File: config.mk
export PLATFORM = sky130hd
export DESIGN_NAME = mcfir_ctrl
export DESIGN_NICKNAME = d
export VERILOG_FILES = /design/src/rtl/mcfir_pkg.sv /design/src/rtl/mcfir_ctrl.sv
export SDC_FILE = /design/constraint.sdc
export NUM_CORES = 1
export LEC_CHECK = 0
export BUFFER_PORTS_ARGS = -buffer_cell sky130_fd_sc_hd__buf_2
export CORE_AREA = 8 8 45 47
export DETAILED_ROUTE_END_ITERATION = 16
export DIE_AREA = 0 0 53 55
export HOLD_SLACK_MARGIN = 0.1
export PLACE_DENSITY = 0.45
export SLEW_MARGIN = 20
export SYNTH_ARGS = -nofsm -noshare
export SYNTH_HDL_FRONTEND = slang
export SYNTH_SLANG_ARGS = --single-unit
File: constraint.sdc
create_clock -name clk -period 1.2 [get_ports clk]
set_input_delay 0.3 -clock clk [delete_from_list [all_inputs] [get_ports clk]]
set_output_delay 0.3 -clock clk [all_outputs]
set_load 0.02 [all_outputs]
File: src/rtl/mcfir_pkg.sv
// Shared types, codes and field widths of the multichannel FIR filter core.
`default_nettype none

package mcfir_pkg;

	// Field widths of one transfer on each channel.
	localparam int CMD_W    = 2;
	localparam int SENSOR_W = 3;
	localparam int KERNEL_W = 4;
	localparam int TAP_W    = 5;
	localparam int SAMPLE_W = 16;
	localparam int COUNT_W  = 6;

	// Q1.15 coefficients: the accumulator is shifted right by this amount.
	localparam int FRAC_BITS = 15;

	// Default sizes of the storage.
	localparam int DEF_NUM_CHANNELS  = 8;
	localparam int DEF_HISTORY_DEPTH = 32;
	localparam int DEF_NUM_KERNELS   = 16;

	// Command codes of an input item.
	localparam logic [CMD_W-1:0] CMD_FILTER = 2'd0;
	localparam logic [CMD_W-1:0] CMD_COEF   = 2'd1;
	localparam logic [CMD_W-1:0] CMD_LEN    = 2'd2;

	// Saturation limits of the result.
	localparam logic signed [SAMPLE_W-1:0] SAT_MAX = 16'sh7fff;
	localparam logic signed [SAMPLE_W-1:0] SAT_MIN = 16'sh8000;

	// What a latched item asks for once its fields have been checked.
	typedef enum logic [1:0] {
		KIND_NONE,
		KIND_COEF,
		KIND_LEN,
		KIND_FILT
	} item_kind_t;

	typedef enum logic [2:0] {
		S_CLEAR,
		S_IDLE,
		S_DECODE,
		S_UPDATE,
		S_MAC,
		S_DONE
	} state_t;

	// Commands from the controller to the datapath.
	typedef struct packed {
		logic clr_en;
		logic load;
		logic wr_coef;
		logic wr_len;
		logic update;
		logic mac_run;
		logic finish;
	} ctrl_cmd_t;

	// Status from the datapath to the controller.
	typedef struct packed {
		logic       clr_done;
		item_kind_t kind;
		logic       mac_done;
		logic       out_free;
	} ctrl_stat_t;

endpackage

`default_nettype wire

File: src/rtl/mcfir_ctrl.sv
// Controller state machine of the multichannel FIR filter core.
`default_nettype none

module mcfir_ctrl (
	input  logic                  clk,
	input  logic                  arst_n,
	input  logic                  in_valid,
	output logic                  in_ready,
	output mcfir_pkg::ctrl_cmd_t  ctl,
	input  mcfir_pkg::ctrl_stat_t sts
);

	import mcfir_pkg::*;

	state_t state_q;
	state_t state_d;

	always_ff @(posedge clk or negedge arst_n) begin
		if (!arst_n) begin
			state_q <= S_CLEAR;
		end else begin
			state_q <= state_d;
		end
	end

	always_comb begin
		state_d = state_q;
		case (state_q)
			S_CLEAR: begin
				if (sts.clr_done) begin
					state_d = S_IDLE;
				end
			end
			S_IDLE: begin
				if (in_valid) begin
					state_d = S_DECODE;
				end
			end
			S_DECODE: begin
				if (sts.kind == KIND_FILT) begin
					state_d = S_UPDATE;
				end else begin
					state_d = S_IDLE;
				end
			end
			S_UPDATE: begin
				state_d = S_MAC;
			end
			S_MAC: begin
				if (sts.mac_done) begin
					state_d = S_DONE;
				end
			end
			S_DONE: begin
				if (sts.out_free) begin
					state_d = S_IDLE;
				end
			end
			default: begin
				state_d = S_IDLE;
			end
		endcase
	end

	always_comb begin
		ctl      = '0;
		in_ready = 1'b0;
		case (state_q)
			S_CLEAR: begin
				ctl.clr_en = 1'b1;
			end
			S_IDLE: begin
				in_ready = 1'b1;
				ctl.load = in_valid;
			end
			S_DECODE: begin
				ctl.wr_coef = (sts.kind == KIND_COEF);
				ctl.wr_len  = (sts.kind == KIND_LEN);
			end
			S_UPDATE: begin
				ctl.update = 1'b1;
			end
			S_MAC: begin
				ctl.mac_run = 1'b1;
			end
			S_DONE: begin
				ctl.finish = sts.out_free;
			end
			default: begin
				ctl = '0;
			end
		endcase
	end

`ifndef SYNTH
	// The clearing sweep runs once after reset and is never entered again.
	a_clear_once: assert property (@(posedge clk) disable iff (!arst_n)
		state_q != S_CLEAR |=> state_q != S_CLEAR)
		else $error("clear sweep entered after it had finished");

	// At most one datapath command is active in any cycle.
	a_one_cmd: assert property (@(posedge clk) disable iff (!arst_n)
		$onehot0({ctl.clr_en, ctl.load, ctl.wr_coef, ctl.wr_len, ctl.update, ctl.mac_run,
			ctl.finish}))
		else $error("more than one datapath command active");
`endif

endmodule

`default_nettype wire

Word level (Yosys, flattened, before mapping)
Cells that the tools add are included.

Equal/unequal tests: 12. Muxes and demuxes: 13. Reductions and logical operators: 2.

Operators by type and width (count): case mux 3 bit (6 select lines) (1); 2-to-1 mux 3 bit (4); != test 2 bit (second input constant) (4); equality test 3 x 2 -> 1 bit (second input constant) (2); equality test 3 bit (second input constant) (2); 2-to-1 mux 1 bit (6); equality test 2 bit (second input constant) (2); 2-to-1 mux 2 bit (2); AND reduction 4 bit (1); equality test 3 x 1 -> 1 bit (second input constant) (1); logical NOT 3 bit (1); equality test 2 x 1 -> 1 bit (second input constant) (1).

Register bits: 3. Input bits: 8. Output and inout port bits: 8. Logic and storage cells: 28.

Logic depth before layout (Yosys ltp)
Word-level depth: 3. Gate-level depth with buffers: 3. Gate-level depth less buffers: 2.

Worst setup path after synthesis
Ideal clock, no wire load.

Path type: reg2out. Start: reg state_q[1]. End: out ctl[5] in the netlist's numbering. Arrival: 1.402 ns. Data required time: 0.900 ns. Path slack: -0.502 ns. Cell stages (with the launch flop): 4. Buffers on the path: 1. Cells stage by stage: dfrtp_1 -> buf_2 -> nor3b_1 -> and2_1.

RTL lines: start, declared (RTL line mcfir_ctrl.sv:15) `state_t state_q;`; start signal, assigned (RTL line mcfir_ctrl.sv:22) `state_q <= state_d;`; end, declared (RTL line mcfir_ctrl.sv:9) `output mcfir_pkg::ctrl_cmd_t ctl,`.

==> implementation parameters <==
Parameter                              Value

Outcome
  Outcome    finished with violations
  Failing checks    setup timing

Setup path
  Setup crit start kind    flop
  Type of element capturing the critical path    output pin
  Data required, critical path    0.90 ns
  FF-to-FF Start    state_q[2]
  R2R Path End    state_q[0]
  Max FO, Critical Path    3
  Flop2flop setup slack    -0.14 ns
  Reg2Reg Depth    4
  Critical path data arrival time    1.21 ns
  Worst Setup Path Type    flop to output pin

Synthesis
  Main combinational cell family by area after synthesis    simple AND/OR/NAND/NOR gates
  Share of the synthesized area in the top cell type    31.7%
  Area share of and/or/nand/nor cells after synthesis    41.3%
  Warnings from Yosys    0
  Number of enable flip-flop cells after synthesis    0
  Async set-or-reset flop fraction in the synthesized netlist    100%
  Post-Synth Adder-Cell Area    0%
  List of most frequent post-synthesis cells    dfrtp_1 (3), buf_2 (2), nand2b_1 (2), nor3b_1 (2), nor4b_1 (2)
  Unique cell type count in the Yosys netlist    19
  Compound-gate portion of the synthesized area    10.1%
  Top_reg_cell synth    dfrtp_1
  Parity-gate share of the synthesized area counting xor and xnor cells    0%
  Post-synth net total    33
  Top cell type by total area after synthesis    dfrtp_1
  Seq cells post-synth    3
  Post-synthesis instance area    236 µm²
  Sequential cell area fraction in the yosys report    31.7%
  Most frequent cell after synthesis    dfrtp_1
  Post-synthesis mux area share    6.35%
  Number of instances in the synthesized netlist    25
  Ranking of synthesized cells by area    dfrtp_1 (32%), nor4b_1 (7.4%), mux2_4 (6.3%)
  Per-instance average area after synthesis    9.46 µm²

Detailed routing
  Vias/cell    4.30
  Wirelength, routed    819 µm
  Iteration-0 DRC Markers    1
  DRC    0
  Routed wire per std cell    11.7 µm
  Post-detailed-route count of antenna-violating nets    0
  Total via count in the routed design    between 300 and 400
  Number of detailed-routing iterations run before antenna repair    2

Timing
  Actual transition at the worst max-transition pin    about 0.19 ns
  Post-route minimum period    roughly 1.5 ns
  Final Max Slew Viols    0
  Setup repair after global routing missed its margin    yes
  Worst Skew    0.000754 ns
  Period Utilization, post-route    126%
  Max-slew headroom    87.5%
  Post-route worst setup slack    -0.308 ns
  Number of hold-slack violations in the final timing report    0
  Maximum achievable frequency    0.663 GHz
  Setup-violating endpoint count in the final report    10

Global routing
  Maximum number of pins on one net before global-route repair    7
  Total track usage    5.53%
  Total grt overflow    0
  Via count of the first global-routing pass    308
  Number of antenna violations at the first check in global routing    0
  First-pass GRT wire length    1.18 mm

Min path
  Hold Path Class    input port to flop
  Hold path endpoint    state_q[1]
  Hold Crit Start    in_valid
  Hold-critical path depth    3

Power and ir drop
  Overall power of the completed layout    1.31 mW
  Leak pwr    0.264 nW
  Maximum ir drop on the vdd rail    0.000877 V
  Pwr per Cell Area    2390 nW/µm²

Clock tree
  CTS tree    built
  Root Buffer Master    clkbuf_4
  Clock buffer depth    2
  Clock insertion delay at the later pin of the skew report    0.23 ns
  Clock buffer count from CTS    3
  H-Tree Depth    1
  Clock transition at the register clock pins on the worst setup and hold paths after CTS    0.04 ns
  Count of clock tree sinks    3

Placed design
  Detailed Place HPWL    596 µm
  Number of port buffers    15
  Final estimated routing congestion in global placement    0.732
  Post-placement setup slack    -0.175 ns

Final layout
  Count of fill cells added during filler insertion    approximately 140
  Largest regs    state_q x3
  Final core occ    between 30% and 40%
  Number of flip-flops in the largest register    3
  Ratio of cells with drive above 1 in the final layout    77.8%
  Number of nets in the layout    63
  Most flops, register    state_q
  P&R area growth vs syn    132%
  Antenna cells    0

Floorplan
  Starting density of the core    approximately 17%
  IO Count    16
  Core Region    1380 µm²
  Number of cell rows    14
  Area of the die    2920 µm²
  Chip width    53 µm
  Height of the chip    about 55 µm

Run
  Maximum Capacitance Violations    0
[metrics by stage]
stage               TNS (ns)  std cells  hold WS, ns  cell area (µm²)
finish                 -2.30         70        0.363              549
detailed placement    -0.797         59       0.0981              403
CTS                    -2.34         68        0.362              528
floorplan             -0.638         25      0.00441              284
global route           -2.73         70        0.386              549
global placement      -0.704         59       0.0999              403
[how the worst max path moves through the flow]
stage / startpoint / end / slack (ns) / cells after the start
5_1_grt: state_q[2] / ctl[5] / -0.35 / 4
4_1_cts: state_q[0] / ctl[4] / -0.32 / 3
3_5_place_dp: state_q[1] / ctl[4] / -0.18 / 3
2_1_floorplan: state_q[1] / ctl[5] / -0.17 / 3
3_3_place_gp: state_q[1] / ctl[4] / -0.12 / 3
6_report: state_q[2] / ctl[5] / -0.31 / 4
[critical path, stage by stage, from the launching register on]
cell and delay (ns):
dfrtp_1 0.40, buf_6 0.14, nor3b_4 0.18, and2_4 0.16, buf_6 0.10
[what timing repair did]
| item | in CTS | in global routing |
|---|---|---|
| gates resized for setup | 20 | 3 |
| endpoints found under the hold margin | 3 | 0 |
| hold buffers | 1 | 0 |
| pin swaps | 3 | 2 |
| setup endpoints to repair | 9 | 9 |
| gates cloned | 0 | 0 |
| setup buffers | 4 | 2 |
[where the power goes]
group          switching [mW]  internal (mW)
Clock                  0.0488          0.124
Combinational           0.402          0.535
Sequential             0.0580          0.147
Total                   0.509          0.806
[layout by cell type, fill, tap and decap left out]
master,synthesis,layout
nor3_2,0,1
nand4b_1,1,1
nor3b_2,0,1
dfrtp_1,3,2
nand2b_4,0,1
nor2_1,1,1
nor3b_4,0,1
nand3b_1,1,1
inv_4,0,1
and3b_2,0,1
and4_1,1,1
o32a_1,1,1
dlygate4sd3_1,0,1
buf_2,2,7
a31o_2,1,1
clkbuf_4,0,3
nand2b_1,2,1
a21oi_1,1,1
and2_4,0,1
mux2_4,1,1
nand2_1,1,1
buf_4,0,13
dfrtp_2,0,1
clkbuf_1,0,1
buf_6,1,7
nor4b_4,0,2
[area by class of cell]
type	instances	area [µm²]	area share, %
multi-input combinational	18	199	36.2
clock buffer	4	26.3	4.78
timing repair buffer	28	221	40.3
tap	16	20.0	3.64
inverter	1	6.26	1.14
sequential	3	76.3	13.9
[cell families after synthesis]
logic type             count (synthesis)
AND/OR/NAND/NOR                       14
flip-flops                             3
multiplexers                           1
AO/OA/AOI/OAI                          3
buffers and inverters                  4
[layer usage]
metal | global-route usage, % | part of all wire [%] | up-vias
li1 | - | - | 149
met1 | 5.05 | 36 | 146
met2 | 9.96 | 56 | 6
met3 | 2.14 | 7.2 | 0
met4 | 3.88 | 0 | 0
met5 | 0 | 0 | -
No activity file was read; power rests on OpenSTA's default activity.
